**src/design/c420_pkg.sv**
```systemverilog
// ----------------------------------------------------------------------------
// c420_pkg
// Shared types and constants of the chroma 4:2:0 upsampler.
// ----------------------------------------------------------------------------
`timescale 1ns / 1ps
package c420_pkg;
  localparam int unsigned DefMaxWidth   = 4096;
  localparam int unsigned DefMaxHeight  = 16384;
  localparam int unsigned DefSampleBits = 16;
  localparam int unsigned CfgIdxBits    = 1;
  localparam int unsigned CfgDataBits   = 15;
  localparam logic [CfgIdxBits-1:0] RegWidth  = 1'b0;
  localparam logic [CfgIdxBits-1:0] RegHeight = 1'b1;

  // Job for one input word: the four neighbours and the tap sets along each axis.
  typedef struct packed {
    logic [31:0] p00;
    logic [31:0] p01;
    logic [31:0] p10;
    logic [31:0] p11;
    logic [11:0] cx;      // chroma column
    logic [13:0] cy;      // chroma row
    logic        x_edge;  // column zero
    logic        y_edge;
    logic        x_tail;  // extra copied column at the right border
    logic        y_tail;
    logic        fend;
  } job_t;
endpackage

```
**src/design/c420_fifo.sv**
```systemverilog
// ----------------------------------------------------------------------------
// c420_fifo
// Two-entry job queue between the front and back parts.
// ----------------------------------------------------------------------------
`timescale 1ns / 1ps
module c420_fifo import c420_pkg::*; (
  input  logic clk_i,
  input  logic rst_ni,
  input  logic wr_valid_i,
  output logic wr_ready_o,
  input  job_t wr_data_i,
  output logic rd_valid_o,
  input  logic rd_ready_i,
  output job_t rd_data_o
);
  job_t       mem_q [2];
  logic       wp_q, rp_q;
  logic [1:0] cnt_q;
  logic       wr, rd;

  assign wr_ready_o = (cnt_q != 2'd2);
  assign rd_valid_o = (cnt_q != 2'd0);
  assign wr = wr_valid_i && wr_ready_o;
  assign rd = rd_valid_o && rd_ready_i;
  assign rd_data_o = mem_q[rp_q];

  always_ff @(posedge clk_i) begin
    if (wr) mem_q[wp_q] <= wr_data_i;
  end

  always_ff @(posedge clk_i or negedge rst_ni) begin
    if (!rst_ni) begin
      wp_q  <= 1'b0;
      rp_q  <= 1'b0;
      cnt_q <= '0;
    end else begin
      if (wr) wp_q <= !wp_q;
      if (rd) rp_q <= !rp_q;
      cnt_q <= cnt_q + {1'b0, wr} - {1'b0, rd};
    end
  end
endmodule

```
**config.mk**
```make
export PLATFORM = sky130hd
export DESIGN_NAME = c420_fifo
export DESIGN_NICKNAME = d
export VERILOG_FILES = /design/src/design/c420_pkg.sv /design/src/design/c420_fifo.sv
export SDC_FILE = /design/constraint.sdc
export NUM_CORES = 1
export LEC_CHECK = 0
export BUFFER_PORTS_ARGS = -buffer_cell sky130_fd_sc_hd__buf_2
export CORE_MARGIN = 3
export CORE_UTILIZATION = 56
export CTS_CLUSTER_SIZE = 28
export DETAILED_ROUTE_END_ITERATION = 10
export MAX_ROUTING_LAYER = met4
export PLACE_DENSITY = 0.84
export SYNTH_ARGS = -nofsm -noshare
export SYNTH_HDL_FRONTEND = slang
export SYNTH_SLANG_ARGS = --single-unit
```
**constraint.sdc**
```tcl
create_clock -name clk_i -period 12.6 [get_ports clk_i]
set_input_delay 3.15 -clock clk_i [delete_from_list [all_inputs] [get_ports clk_i]]
set_output_delay 3.15 -clock clk_i [all_outputs]
set_load 0.01 [all_outputs]
```
==> run_results.csv <==
group,metric,value,unit
cts,cts.sinks,322,
setup_path,worstSetupPathType,"register to primary output",
die,start_util,57.2,%
setup_path,reg2reg_depth,4,
synthesis,yosys_warnings,0,
finish,area_growth,24.2,%
global_routing,grt_usage,21.0,%
cts,cts_hold_buf,0,
timing,rsz0062_at_grt,"no",
power_and_ir_drop,p_leak,5.92,nW
min_path,hp-class,"register to register",
global_routing,antenna_found_initial,3,
timing,finClkSkew,0.00980,ns
outcome,status,"complete, no violations",
synthesis,synth_cell_type_count,19,
synthesis,syn-num-nets,681,
finish,seq_area,9650,um^2
cts,cts_root_buffer,"clkbuf_16",
cts,post_cts_buffers,0,
synthesis,synth_area,12100,um^2
cts,htreeDepth,2,
cts,cts_buffers,34,
global_routing,first_global_vias,6557,
die,die_h,153,um
placement,gp_congestion,0.759,
die,fp.dieW,153,um
timing,max_freq,160,MHz
die,die-area,23400,um^2
cts,cts_resized,0,
timing,fin_crit_sh,49.5,%
finish,final_nets,1029,
route,drtPass1Iterations,4,
setup_path,cp_max_fo,77,
timing,maxSlewHeadroom,24.3,%
power_and_ir_drop,p_per_area,238,nW/um^2
finish,fin_util,71.1,%
route,first_iter_violations,315,
power_and_ir_drop,ir_drop,0.168,mV
cts,cts_tree,"yes",
finish,multi_input_area,2300,um^2
synthesis,ys_seq_area_share,79.7,%
power_and_ir_drop,seqPwrFrac,43.9,%
route,vias,6104,
setup_path,r2r-start,"cnt_q[0]$_DFF_PN0_",
power_and_ir_drop,p_sw,1.02,mW
timing,finalSetupTns,0,ns
setup_path,end_kind,"primary output",
die,io_pins,324,
setup_path,startpoint,"rp_q$_DFFE_PN0P_",
setup_path,arrival,3.08,ns
power_and_ir_drop,p_sw_share,28.4,%
timing,tightestPinTransition,1.13,ns
timing,period_needed,6.23,ns
synthesis,syn_area_per_cell,23.4,um^2
route,drc,0,
global_routing,grt_pass1_wl,36.8,mm
finish,drive_gt1_share,60.9,%
die,placementRows,53,
setup_path,cp-endpoint,"rd_data_o[20]",
power_and_ir_drop,internal_power,2.56,mW
finish,final_cell_count_no_fill,1166,
setup_path,rrSetupSlack,9.45,ns
global_routing,grt_max_degree,78,
finish,final.fill_count,1334,
synthesis,syn_inst,517,
run,drv_cap,0,
power_and_ir_drop,clockPowerShare,26.0,%
power_and_ir_drop,combPwrFrac,30.1,%
timing,setup_viol,0,
global_routing,grt_overflow,0,
placement,numPortBuffers,323,
cts,clk_pin_slew,0.06,ns
route,avgRoutedWirePerCell,20.8,um
setup_path,startpoint_type,"register",
route,wirelength,24.2,mm
placement,hpwl,16.0,mm
timing,maxSlewViolCount,0,
route,postRouteAntennaNets,0,
placement,post-place-cells,1104,
synthesis,synth-seq-cells,322,
die,coreArea,21200,um^2
setup_path,required,9.45,ns
cts,clk_path_buf_depth,3,
route,viasPerCell,5.23,
timing,hold_viol_final,0,
setup_path,r2r-end,"mem_q[1][122]$_DFFE_PP_",
cts,insertion_delay,0.49,ns
==> how the worst min path moves through the flow <==
stage,from,end,slack [ns],cells after the start
after CTS,wp_q$_DFFE_PN0P_,wp_q$_DFFE_PN0P_,0.56,1
final,wp_q$_DFFE_PN0P_,wp_q$_DFFE_PN0P_,0.55,1
after global routing,wp_q$_DFFE_PN0P_,wp_q$_DFFE_PN0P_,0.60,1
after floorplan,wp_q$_DFFE_PN0P_,wp_q$_DFFE_PN0P_,0.46,1
after global placement,wp_q$_DFFE_PN0P_,wp_q$_DFFE_PN0P_,0.55,1
after detailed placement,wp_q$_DFFE_PN0P_,wp_q$_DFFE_PN0P_,0.55,1
==> synthesized netlist by cell type (all sizes together) <==
| master | number | area, um^2 |
|---|---|---|
| nor2 | 3 | 11.3 |
| mux2 | 159 | 2170 |
| edfxtp | 318 | 9550 |
| o21ba | 1 | 10.0 |
| ha | 1 | 12.5 |
| nor4bb | 1 | 10.0 |
| nand2 | 2 | 7.51 |
| or2 | 1 | 6.26 |
| buf | 18 | 165 |
| nand3 | 1 | 5.00 |
| and3 | 1 | 6.26 |
| o21ai | 1 | 5.00 |
| xnor2 | 3 | 26.3 |
| nand2b | 1 | 6.26 |
| nor2b | 1 | 6.26 |
| dfrtp | 4 | 100 |
| a311oi | 1 | 8.76 |
==> registers in the layout (all words and copies together) (netlist names) <==
register / flops
rp_q: 1
cnt_q: 2
wp_q: 1
mem_q: 318
==> worst max-delay path, stage by stage (launching register included) <==
cell and delay, ns:
dfrtp_4 0.94, buf_4 0.99, mux2_2 0.44, buf_2 0.15
==> cell type report <==
cell class	instances	area share, %
clock buffers	46	6.45
flip-flops and latches	322	64.2
multi-input cells	177	15.3
repair buffers	330	11.1
clock inverters	13	0.599
diodes	3	0.0499
well taps	275	2.29
==> metal layers <==
metal	track usage, %	share of wire [%]	up-vias	routed length, um
met1	24.2	37	2978	8950
met5	-	0	-	0
met2	35.4	51	317	12400
met3	6.74	9.6	43	2330
met4	6.36	2.3	0	569
li1	-	-	2766	-
==> cells by family after synthesis <==
family                     synth area share, %
DFF                                       79.7
muxes                                     17.9
buffers and inverters                     1.36
and+or+nand+nor                          0.486
AOI/OAI and AO/OA                        0.196
xor gates and xnor gates                 0.217
adders and majority gates                0.103
==> power groups by stage <==
| stage | sequential, mW | combinational (mW) | clock [mW] |
|---|---|---|---|
| 2_1_floorplan | 1.58 | 0.767 | 0 |
| 3_3_place_gp | 1.57 | 1.07 | 0 |
| 3_5_place_dp | 1.59 | 1.09 | 0 |
| 4_1_cts | 1.57 | 1.09 | 0.951 |
| 5_1_grt | 1.59 | 1.15 | 0.994 |
| 6_report | 1.57 | 1.07 | 0.928 |
==> cells in the final DEF, fill, tap and decap left out, drive strengths merged <==
master	count
edfxtp	318
a311oi	1
clkbuf	46
diode	3
nand2	2
nand2b	1
ha	1
xnor2	3
nor2	3
mux2	159
nor2b	1
nand3	1
o21ai	1
or2	1
dfrtp	4
clkinvlp	2
buf	330
o21ba	1
bufinv	1
and3	1
nor4bb	1
clkinv	10
==> metrics by stage <==
stage	setup slack, ns	area, um^2	hold slack, ns	power [mW]
6_report	6.37	15000	0.555	3.57
3_5_place_dp	6.71	14000	0.546	2.67
5_1_grt	6.19	15000	0.596	3.74
3_3_place_gp	6.71	14000	0.545	2.64
4_1_cts	6.33	15000	0.560	3.62
2_1_floorplan	2.10	12100	0.460	2.35
Power figures use the tool's default switching activity.
