### src/design/c420_pkg.sv
// ----------------------------------------------------------------------------
// c420_pkg
// Shared types and constants of the chroma 4:2:0 upsampler.
// ----------------------------------------------------------------------------
`timescale 1ns / 1ps
package c420_pkg;
  localparam int unsigned DefMaxWidth   = 4096;
  localparam int unsigned DefMaxHeight  = 16384;
  localparam int unsigned DefSampleBits = 16;
  localparam int unsigned CfgIdxBits    = 1;
  localparam int unsigned CfgDataBits   = 15;
  localparam logic [CfgIdxBits-1:0] RegWidth  = 1'b0;
  localparam logic [CfgIdxBits-1:0] RegHeight = 1'b1;

  // Job for one input word: the four neighbours and the tap sets along each axis.
  typedef struct packed {
    logic [31:0] p00;
    logic [31:0] p01;
    logic [31:0] p10;
    logic [31:0] p11;
    logic [11:0] cx;      // chroma column
    logic [13:0] cy;      // chroma row
    logic        x_edge;  // column zero
    logic        y_edge;
    logic        x_tail;  // extra copied column at the right border
    logic        y_tail;
    logic        fend;
  } job_t;
endpackage

### src/design/c420_back.sv
// ----------------------------------------------------------------------------
// c420_back
// Walks the output taps of one job and produces one pixel per cycle unless stalled.
// ----------------------------------------------------------------------------
`timescale 1ns / 1ps
module c420_back import c420_pkg::*; (
  input  logic        clk_i,
  input  logic        rst_ni,
  input  logic        job_valid_i,
  output logic        job_ready_o,
  input  job_t        job_i,
  output logic        m_valid_o,
  input  logic        m_ready_i,
  output logic [63:0] m_data_o,
  output logic [1:0]  m_user_o
);
  logic [1:0] ix_q, iy_q;
  logic [1:0] nx, ny;
  logic       last_tap, fire, ov_q, take;
  logic [63:0] od_q;
  logic [1:0]  ou_q;
  logic        ix_int, iy_int;
  logic [1:0]  wxp, wxc, wyp, wyc;
  logic [11:0] px;
  logic [13:0] py;
  logic [15:0] cb, cr;

  function automatic logic [15:0] mix(input logic ii, input logic jj,
      input logic [1:0] xp, input logic [1:0] xc, input logic [1:0] yp,
      input logic [1:0] yc, input logic [15:0] a, input logic [15:0] b,
      input logic [15:0] l, input logic [15:0] c);
    logic [21:0] s;
    s = '0;
    if (ii && jj) begin
      s = 22'(yp) * 22'(xp) * 22'(a) + 22'(yp) * 22'(xc) * 22'(b) +
          22'(yc) * 22'(xp) * 22'(l) + 22'(yc) * 22'(xc) * 22'(c) + 22'd8;
      mix = s[19:4];
    end else if (ii) begin
      s = 22'(xp) * 22'(l) + 22'(xc) * 22'(c) + 22'd2;
      mix = s[17:2];
    end else if (jj) begin
      s = 22'(yp) * 22'(b) + 22'(yc) * 22'(c) + 22'd2;
      mix = s[17:2];
    end else begin
      mix = c;
    end
  endfunction

  always_comb begin
    nx = (job_i.x_edge ? 2'd1 : 2'd2) + {1'b0, job_i.x_tail};
    ny = (job_i.y_edge ? 2'd1 : 2'd2) + {1'b0, job_i.y_tail};
    // Tap 0 and 1 of a non-border index interpolate; tap order matches row-major.
    ix_int = !job_i.x_edge && (ix_q != 2'd2);
    iy_int = !job_i.y_edge && (iy_q != 2'd2);
    wxp = (ix_q == 2'd0) ? 2'd3 : 2'd1;
    wxc = (ix_q == 2'd0) ? 2'd1 : 2'd3;
    wyp = (iy_q == 2'd0) ? 2'd3 : 2'd1;
    wyc = (iy_q == 2'd0) ? 2'd1 : 2'd3;
    px = job_i.x_edge ? 12'({1'b0, ix_q}) : 12'({job_i.cx, 1'b0} - 13'd1 + 13'(ix_q));
    py = job_i.y_edge ? 14'({1'b0, iy_q}) : 14'({job_i.cy, 1'b0} - 15'd1 + 15'(iy_q));
    if (job_i.x_edge && ix_q != 2'd0) ix_int = 1'b0;
    if (job_i.y_edge && iy_q != 2'd0) iy_int = 1'b0;
    cb = mix(ix_int, iy_int, wxp, wxc, wyp, wyc, job_i.p00[15:0], job_i.p01[15:0],
             job_i.p10[15:0], job_i.p11[15:0]);
    cr = mix(ix_int, iy_int, wxp, wxc, wyp, wyc, job_i.p00[31:16], job_i.p01[31:16],
             job_i.p10[31:16], job_i.p11[31:16]);
    last_tap = (ix_q + 2'd1 == nx) && (iy_q + 2'd1 == ny);
  end

  assign take        = !ov_q || m_ready_i;
  assign fire        = job_valid_i && take;
  assign job_ready_o = fire && last_tap;

  always_ff @(posedge clk_i) begin
    if (fire) begin
      od_q <= {6'd0, cr, cb, py, px};
      ou_q <= {last_tap && job_i.fend, last_tap};
    end
  end

  always_ff @(posedge clk_i or negedge rst_ni) begin
    if (!rst_ni) begin
      ix_q <= '0;
      iy_q <= '0;
      ov_q <= 1'b0;
    end else begin
      if (fire) begin
        ov_q <= 1'b1;
        if (last_tap) begin
          ix_q <= '0;
          iy_q <= '0;
        end else if (ix_q + 2'd1 == nx) begin
          ix_q <= '0;
          iy_q <= iy_q + 2'd1;
        end else begin
          ix_q <= ix_q + 2'd1;
        end
      end else if (m_ready_i) begin
        ov_q <= 1'b0;
      end
    end
  end

  assign m_valid_o = ov_q;
  assign m_data_o  = od_q;
  assign m_user_o  = ou_q;
endmodule

### config.mk
export PLATFORM = sky130hd
export DESIGN_NAME = c420_back
export DESIGN_NICKNAME = d
export VERILOG_FILES = /design/src/design/c420_pkg.sv /design/src/design/c420_back.sv
export SDC_FILE = /design/constraint.sdc
export NUM_CORES = 1
export LEC_CHECK = 0
export ABC_AREA = 1
export BUFFER_PORTS_ARGS = -buffer_cell sky130_fd_sc_hd__buf_2
export CORE_MARGIN = 2
export CORE_UTILIZATION = 65
export CTS_CLUSTER_DIAMETER = 60
export DETAILED_ROUTE_END_ITERATION = 16
export PLACE_DENSITY = 0.91
export SETUP_SLACK_MARGIN = 0.05
export SLEW_MARGIN = 20
export SYNTH_ARGS = -nofsm -noshare
export SYNTH_HDL_FRONTEND = slang
export SYNTH_SLANG_ARGS = --single-unit
### constraint.sdc
create_clock -name clk_i -period 11.6 [get_ports clk_i]
set_input_delay 1.16 -clock clk_i [delete_from_list [all_inputs] [get_ports clk_i]]
set_output_delay 1.16 -clock clk_i [all_outputs]
set_load 0.02 [all_outputs]
==> Implementation_results.wiki, run 1 <==
{| class="wikitable"
! Metric !! Value
|-
| Io pins || 231
|-
| Hold Crit Start || m_valid_o
|-
| Most frequent cells after synthesis || inv_1 (821), nand2_1 (536), fa_1 (426)
|-
| Flip-flop and latch count after synthesis || 65
|-
| Residual DRC || 0
|-
| Total Routing Usage GR || 0.359
|-
| Cell taking the most area after synthesis || fa_1
|-
| Clock latency of the later-clocked register in the worst-skew pair || 370 ps
|-
| Leftover overflow at the end of global routing || 0
|-
| Total via count in the routed design || 22148
|-
| Number of enable-type register cells in the synthesized netlist || 60
|-
| Share of the clock period used by the worst path after layout || 0.761
|-
| Number of hold violations in the final report || 0
|-
| Synth Area in Simple Gates || 0.196
|-
| Post-CTS Hold Buffers || 0
|-
| Area of placed instances || 26200 µm²
|-
| Clock-pin slew of the registers on the worst-case setup and hold paths || 70 ps
|-
| Beginning of the worst register-to-register path || ix_q[0]
|-
| Row count || 71
|-
| Worst setup slack before clock tree synthesis || 3120 ps
|-
| Cell with the most instances after synthesis || inv_1
|-
| Largest net degree at the start of global routing || 63
|-
| FF-to-FF setup slack || 2770 ps
|-
| Ratio of routed vias to standard cells || 5.63
|-
| Netlist area before placement || 24600 µm²
|-
| Ranking of synthesized cells by area || fa_1 (35%), ha_1 (15%), inv_1 (13%)
|-
| Skew final || 16.7 ps
|-
| Ant diodes || 0
|-
| Setup Fix Bufs, Post-CTS || 0
|-
| Number of setup violations in the final report || 0
|-
| Fin. max-slew vios || 0
|-
| Core region area || 37500 µm²
|-
| Die area || 39500 µm²
|-
| Setup TNS after final layout || 0 ps
|-
| Timing-limited maximum frequency || 0.113 GHz
|-
| Final WS setup || 2770 ps
|-
| Max Buffers Root-to-Sink || 2
|-
| Half-perimeter wire length of the detailed placement result || 57300 µm
|-
| Crit Path Max Fanout || 33
|-
| Number of antenna violations at the first check in global routing || 1
|-
| Xor and xnor fraction of the mapped netlist area || 0.0139
|-
| Depth of the CTS H-tree || 3
|-
| Starting utilization of the core area || 0.657
|-
| CTS Buf Count || 9
|-
| Synth Area in Compound Gates || 0.0792
|-
| Sort of element at the start of the critical path || register
|-
| Vias in the first global route || 22277
|-
| Required time at the worst-slack endpoint || 11710 ps
|-
| Number of warnings issued by yosys || 0
|-
| Clock root buffer || clkbuf_16
|-
| Path category of the worst min-delay check || register to register
|-
| Number of cells on the worst reg-to-reg path || 25
|-
| Routed wire length per instance || 17.4 µm
|-
| Run status || complete, no violations
|-
| Largest family of logic cells by synthesized area || adder cells
|-
| Worst Tran Pin Value || 1070 ps
|-
| Post-synthesis async set-or-reset flop share || 0.0769
|-
| Final critical path time including I/O delays and setup || 8830 ps
|-
| Buffers added on ports || 222
|-
| Setup CP Type || register to register
|-
| Primary flip-flop cell chosen by synthesis mapping || edfxtp_1
|-
| Total Wirelength || 68600 µm
|-
| DR pass1 iterations || 7
|-
| # fillers || 2993
|-
| Setup crit end kind || register
|-
| Seq/Total Area, Yosys || 0.0782
|-
| Total number of clock tree sinks || 65
|-
| Slew margin rel. || 0.285
|-
| Share of cell area taken by muxes after synthesis || 0
|-
| End-of-flow core utilization || 0.707
|-
| Wire length of the first global-routing pass || 110000 µm
|-
| Mean area per synthesized cell || 7.61 µm²
|-
| Worst-case hold path end point || m_valid_o
|-
| Data arrival time at the worst-slack endpoint || 8930 ps
|-
| Floorplan die width || 199 µm
|-
| Setup repair after global routing missed its margin || no
|-
| TritonCTS clock tree || yes
|-
| Finished Cell Area || 26500 µm²
|-
| End of the worst register-to-register path || m_data_o[53]
|-
| Share of cells above drive strength 1 || 0.0867
|-
| Hold depth || 2
|-
| Fraction of synthesized cell area taken by the top area cell type || 0.346
|-
| # resized after CTS || 0
|-
| Antenna-violating nets left || 0
|-
| Max capacitance violation total || 0
|-
| Synth-to-Final Area Change || 7.53%
|-
| First DRT Iteration DRCs || 2383
|-
| Post-synthesis cell count || 3238
|-
| Distinct cell type count after synthesis || 49
|-
| Count of nets after finishing || 4302
|-
| Floorplan die height || 199 µm
|-
| Fraction of the mapped netlist area in adder cells || 0.495
|-
| Last weighted congestion value of the routability-driven placer || 0.966
|}
flip-flops by register name, indices dropped and copies added (netlist names):
name	count
m_user_o	2
m_data_o	58
m_valid_o	1
ix_q	2
iy_q	2
worst max-delay path by stage:
stage / start / end / slack, ps / cells after the start
2_1_floorplan: iy_q[0] / m_data_o[36] / 5200 / 29
3_3_place_gp: ix_q[0] / m_data_o[56] / 3230 / 28
3_5_place_dp: ix_q[0] / m_data_o[53] / 3120 / 25
4_1_cts: ix_q[0] / m_data_o[53] / 3060 / 25
5_1_grt: ix_q[0] / m_data_o[57] / 2410 / 26
6_report: ix_q[0] / m_data_o[53] / 2770 / 25
worst max-delay path: stages, from the launching register on:
cell,delay (ps)
dfrtp_1,460
inv_1,180
ha_2,680
clkinv_1,690
ha_2,1040
buf_4,520
nor2_1,120
fa_1,490
inv_1,70
fa_1,500
inv_1,50
fa_1,550
fa_1,440
fa_1,520
fa_1,440
ha_1,350
inv_1,90
o21ai_0,190
inv_1,90
o21ai_0,350
o21bai_1,250
nand3_1,150
nand2_1,90
nand2_1,50
nand3_1,70
nand2_1,110
kinds of logic after synthesis:
family | after synthesis
compound gates | 356
xor+xnor | 39
fa+ha+maj | 719
buf+inv | 893
flops | 65
other cells | 1
simple gates | 1165
metal layers:
layer	track usage	vias to the layer above	routed length, µm
met4	0.189	2	4100
met2	0.573	1374	31200
li1	-	10165	-
met3	0.0571	321	6980
met5	0	-	19
met1	0.476	10286	26300
layout by cell type, fill, tap and decap left out, types with 3 or more instances in the layout:
| master | instances |
|---|---|
| o21ai_0 | 111 |
| o21bai_1 | 19 |
| nand2_1 | 536 |
| nand2_4 | 6 |
| nand2_2 | 16 |
| inv_1 | 820 |
| buf_4 | 9 |
| clkbuf_16 | 9 |
| nand4_1 | 20 |
| nor3_1 | 24 |
| a31oi_1 | 9 |
| o21ai_1 | 5 |
| buf_2 | 222 |
| ha_2 | 5 |
| o211ai_1 | 3 |
| a21oi_1 | 174 |
| o21a_1 | 11 |
| dfrtp_1 | 5 |
| nand3b_1 | 10 |
| xnor2_1 | 15 |
| xor2_1 | 24 |
| and2_1 | 5 |
| inv_2 | 6 |
| o21ai_2 | 3 |
| edfxtp_1 | 60 |
| nand3_1 | 132 |
| conb_1 | 6 |
| fa_1 | 426 |
| a21o_1 | 9 |
| nor2_1 | 402 |
| nor2_4 | 4 |
| ha_1 | 288 |
stage by stage:
stage	hold slack, ps	cells
floorplan	574	3243
global placement	478	3920
detailed placement	493	3920
CTS	507	3936
global route	526	3936
finish	506	3936
layout make-up:
class,count,area (µm²),share of cell area
Timing Repair Buffer,231,1180,0.0445
Tap cell,511,639,0.0241
Inverter,828,3110,0.117
Sequential cell,65,1930,0.0727
Multi-Input combinational cell,2285,19400,0.730
Clock inverter,6,67.6,0.00255
Clock buffer,10,229,0.00864
Power of run 1 is not shown: default switching activity piles up to over one toggle a cycle in this logic, so the estimate is an artifact.
==> run 2, diff against run 1 <==
--- a/config.mk
+++ b/config.mk
@@ -5,13 +5,13 @@
 export SDC_FILE = /design/constraint.sdc
 export NUM_CORES = 1
 export LEC_CHECK = 0
-export ABC_AREA = 1
+export ABC_AREA = 0
 export BUFFER_PORTS_ARGS = -buffer_cell sky130_fd_sc_hd__buf_2
 export CORE_MARGIN = 2
-export CORE_UTILIZATION = 65
+export CORE_UTILIZATION = 57
 export CTS_CLUSTER_DIAMETER = 60
 export DETAILED_ROUTE_END_ITERATION = 16
-export PLACE_DENSITY = 0.91
+export PLACE_DENSITY = 0.86
 export SETUP_SLACK_MARGIN = 0.05
 export SLEW_MARGIN = 20
 export SYNTH_ARGS = -nofsm -noshare
==> constraint.sdc (replaced) <==
create_clock -name clk_i -period 7.45 [get_ports clk_i]
set_input_delay 0.745 -clock clk_i [delete_from_list [all_inputs] [get_ports clk_i]]
set_output_delay 0.745 -clock clk_i [all_outputs]
set_load 0.02 [all_outputs]
==> run 2 against run 1 <==
  * Critical path depth shrank 2
  * Clock-buffer cell count unchanged
  * Worst setup slack worse by 2500 ps
  * Worst hold slack got worse by 290 ps
  * Global-route usage shrank 6.3 points
==> Implementation_results.wiki, run 2 <==
{| class="wikitable"
! Metric !! Value
|-
| Sort of element at the start of the critical path || register
|-
| Number of setup violations in the final report || 0
|-
| Leftover overflow at the end of global routing || 0
|-
| Highest routed layer || met5
|-
| Xor and xnor fraction of the mapped netlist area || 0.0383
|-
| Post-CTS Hold Buffers || 0
|-
| Peak per-stage delay on the critical path || 560 ps
|-
| Cell taking the most area after synthesis || fa_1
|-
| Max Buffers Root-to-Sink || 2
|-
| Data arrival time at the worst-slack endpoint || 7240 ps
|-
| Clock-pin slew of the registers on the worst-case setup and hold paths || 60 ps
|-
| Crit path top cell by count || fa_1
|-
| Ranking of synthesized cells by area || fa_1 (38%), ha_1 (16%), edfxtp_1 (8.0%)
|-
| Beginning of the worst register-to-register path || iy_q[1]
|-
| Number of cells on the worst reg-to-reg path || 23
|-
| Category of cells accounting for the largest share of critical-path delay || adder cells
|-
| Largest net degree at the start of global routing || 66
|-
| Core region area || 38900 µm²
|-
| Timing-limited maximum frequency || 0.140 GHz
|-
| Total number of clock tree sinks || 65
|-
| Die area || 41300 µm²
|-
| Series of cell instances along the critical path || inv_1 -> ha_2 -> inv_1 -> ha_4 -> buf_4 -> nor2b_1 -> fa_1 -> inv_1 -> fa_1 -> inv_1 -> fa_1 -> fa_1 -> fa_1 -> fa_1 -> ha_1 -> nand4b_1 -> nor2_1 -> nor3_4 -> or3_4 -> nand2_1 -> a21oi_1 -> xnor2_1 -> mux4_2
|-
| Largest family of logic cells by synthesized area || adder cells
|-
| Final critical path time including I/O delays and setup || 7150 ps
|-
| CTS Buf Count || 9
|-
| End of the worst register-to-register path || m_data_o[53]
|-
| Count of nets after finishing || 3387
|-
| Seq/Total Area, Yosys || 0.0852
|-
| Buffers added on ports || 222
|-
| Run status || complete, no violations
|-
| Total via count in the routed design || 17359
|-
| Post-route insts no fill || 3029
|-
| Setup TNS after final layout || 0 ps
|-
| Flip-flop and latch count after synthesis || 65
|-
| First DRT Iteration DRCs || 974
|-
| Required time at the worst-slack endpoint || 7540 ps
|-
| Fraction of the mapped netlist area in adder cells || 0.539
|-
| Synth Area in Compound Gates || 0.0790
|-
| Number of flip-flops in the largest register || 58
|-
| Depth of the CTS H-tree || 3
|-
| Highest-count cells in the layout ignoring fill and taps || inv_1 (446), fa_1 (426), ha_1 (288), buf_2 (222), and2_1 (215)
|-
| Half-perimeter wire length of the detailed placement result || 47700 µm
|-
| Max capacitance violation total || 0
|-
| Most common cell after layout, fill and taps aside || inv_1
|-
| Number of enable-type register cells in the synthesized netlist || 60
|-
| Residual DRC || 0
|-
| Path category of the worst min-delay check || input pin to async pin
|-
| Total Routing Usage GR || 0.296
|-
| Post-synthesis cell count || 2307
|-
| Setup crit end kind || register
|-
| Fraction of synthesized cell area taken by the top area cell type || 0.377
|-
| Skew final || 7.49 ps
|-
| Share of cells above drive strength 1 || 0.126
|-
| Total met2 wirelength after detailed routing || 29000 µm
|-
| Setup CP Type || register to register
|-
| Placed Instances || 3012
|-
| Routed wire length per instance || 19.3 µm
|-
| Clock latency of the later-clocked register in the worst-skew pair || 350 ps
|-
| DR pass1 iterations || 6
|-
| Cell with the most instances after synthesis || inv_1
|-
| Mean area per synthesized cell || 9.81 µm²
|-
| TritonCTS clock tree || yes
|-
| Sum of met3 wire segment lengths after detailed routing || 4120 µm
|-
| Clock root buffer || clkbuf_16
|-
| Setup repair after global routing missed its margin || no
|-
| Buffering stage count on the worst path with inverters included || 5
|-
| Number of hold violations in the final report || 0
|-
| FF-to-FF setup slack || 300 ps
|-
| Distinct cell type count after synthesis || 72
|-
| Starting utilization of the core area || 0.581
|-
| Worst hold-check slack || 218 ps
|-
| Standard cell with the maximum stage delay on the critical path || fa_1
|-
| Primary flip-flop cell chosen by synthesis mapping || edfxtp_1
|-
| Floorplan die height || 203 µm
|-
| Number of antenna violations at the first check in global routing || 1
|-
| Wire length the detailed router placed on met1 || 23000 µm
|-
| Io pins || 231
|-
| Fin. max-slew vios || 0
|-
| Slew margin rel. || 0.290
|-
| Antenna-violating nets left || 0
|-
| Most frequent cells after synthesis || inv_1 (446), fa_1 (426), ha_1 (293)
|-
| Ratio of routed vias to standard cells || 5.73
|-
| Synth-to-Final Area Change || 9.36%
|-
| Row count || 72
|-
| Number of warnings issued by yosys || 0
|-
| Worst Tran Pin Value || 1060 ps
|-
| Share of the clock period used by the worst path after layout || 0.960
|-
| Share of cell area taken by muxes after synthesis || 0.0148
|-
| Last weighted congestion value of the routability-driven placer || 0.916
|-
| Vias in the first global route || 19450
|-
| Wire length of the first global-routing pass || 96400 µm
|-
| Netlist area before placement || 22600 µm²
|-
| Synth Area in Simple Gates || 0.157
|-
| Crit Path Max Fanout || 16
|-
| Total Wirelength || 58400 µm
|-
| Floorplan die width || 203 µm
|-
| Post-synthesis async set-or-reset flop share || 0.0769
|}
[run 2: cell types whose count changed after synthesis, moves of 17 or more]
cell,previous run,this run
xnor2_1,15,57
and2_1,5,216
clkbuf_1,35,59
nand2_1,536,65
o21ai_0,111,39
inv_1,821,446
xor2_1,24,42
nor2_1,403,83
a21o_1,9,26
and3_1,2,37
a21oi_1,174,64
nand3_1,132,12
nor2b_1,0,133
[run 2: what timing repair did]
item | CTS | global route
setup buffers | 0 | 0
setup endpoints to repair | 1 | 11
endpoints found under the hold margin | 0 | 0
pin swaps | 0 | 2
resized for setup | 1 | 7
[run 2: worst max-delay path by stage]
stage / endpoint / cells after the start / start
after global placement: m_data_o[56] / 25 / ix_q[0]
final: m_data_o[53] / 23 / iy_q[1]
after detailed placement: m_data_o[56] / 23 / iy_q[1]
after floorplan: m_data_o[53] / 24 / iy_q[0]
after CTS: m_data_o[56] / 23 / ix_q[0]
after global routing: m_data_o[53] / 25 / iy_q[1]
[run 2: layer usage]
metal | vias to the layer above | track usage
li1 | 7742 | -
met1 | 8757 | 0.380
met2 | 713 | 0.512
met3 | 145 | 0.0411
met4 | 2 | 0.112
met5 | - | 0
[run 2: final cells by class]
cell class                 instances  area, µm²
clock inverter                     6        116
fill                            3162      14200
inverter                         446       1670
sequential                        65       1930
antenna                            1       2.50
tap                              518        648
timing repair buffer             250       1320
clock buffer                      10        229
multi-input combinational       1733      18800
[run 2: metrics by stage]
step                      cell area (µm²)  setup slack (ps)   util
after floorplan                     22600               436      -
after global placement              24400               290  0.626
after detailed placement            24400              59.6  0.626
after CTS                           24700               184  0.635
after global routing                24700              42.8  0.636
final                               24700               300  0.636
[run 2: cells by family (layout without fill, tap and decap cells)]
kind of cell,count (synthesis),after routing
AND/OR/NAND/NOR,630,630
AO/OA/AOI/OAI,260,260
XOR/XNOR,99,99
other,1,7
multiplexers,19,19
adder cells (fa/ha/maj),719,719
buffers and inverters,514,712
flip-flops,65,65
Power of run 2 is left out for the same reason.
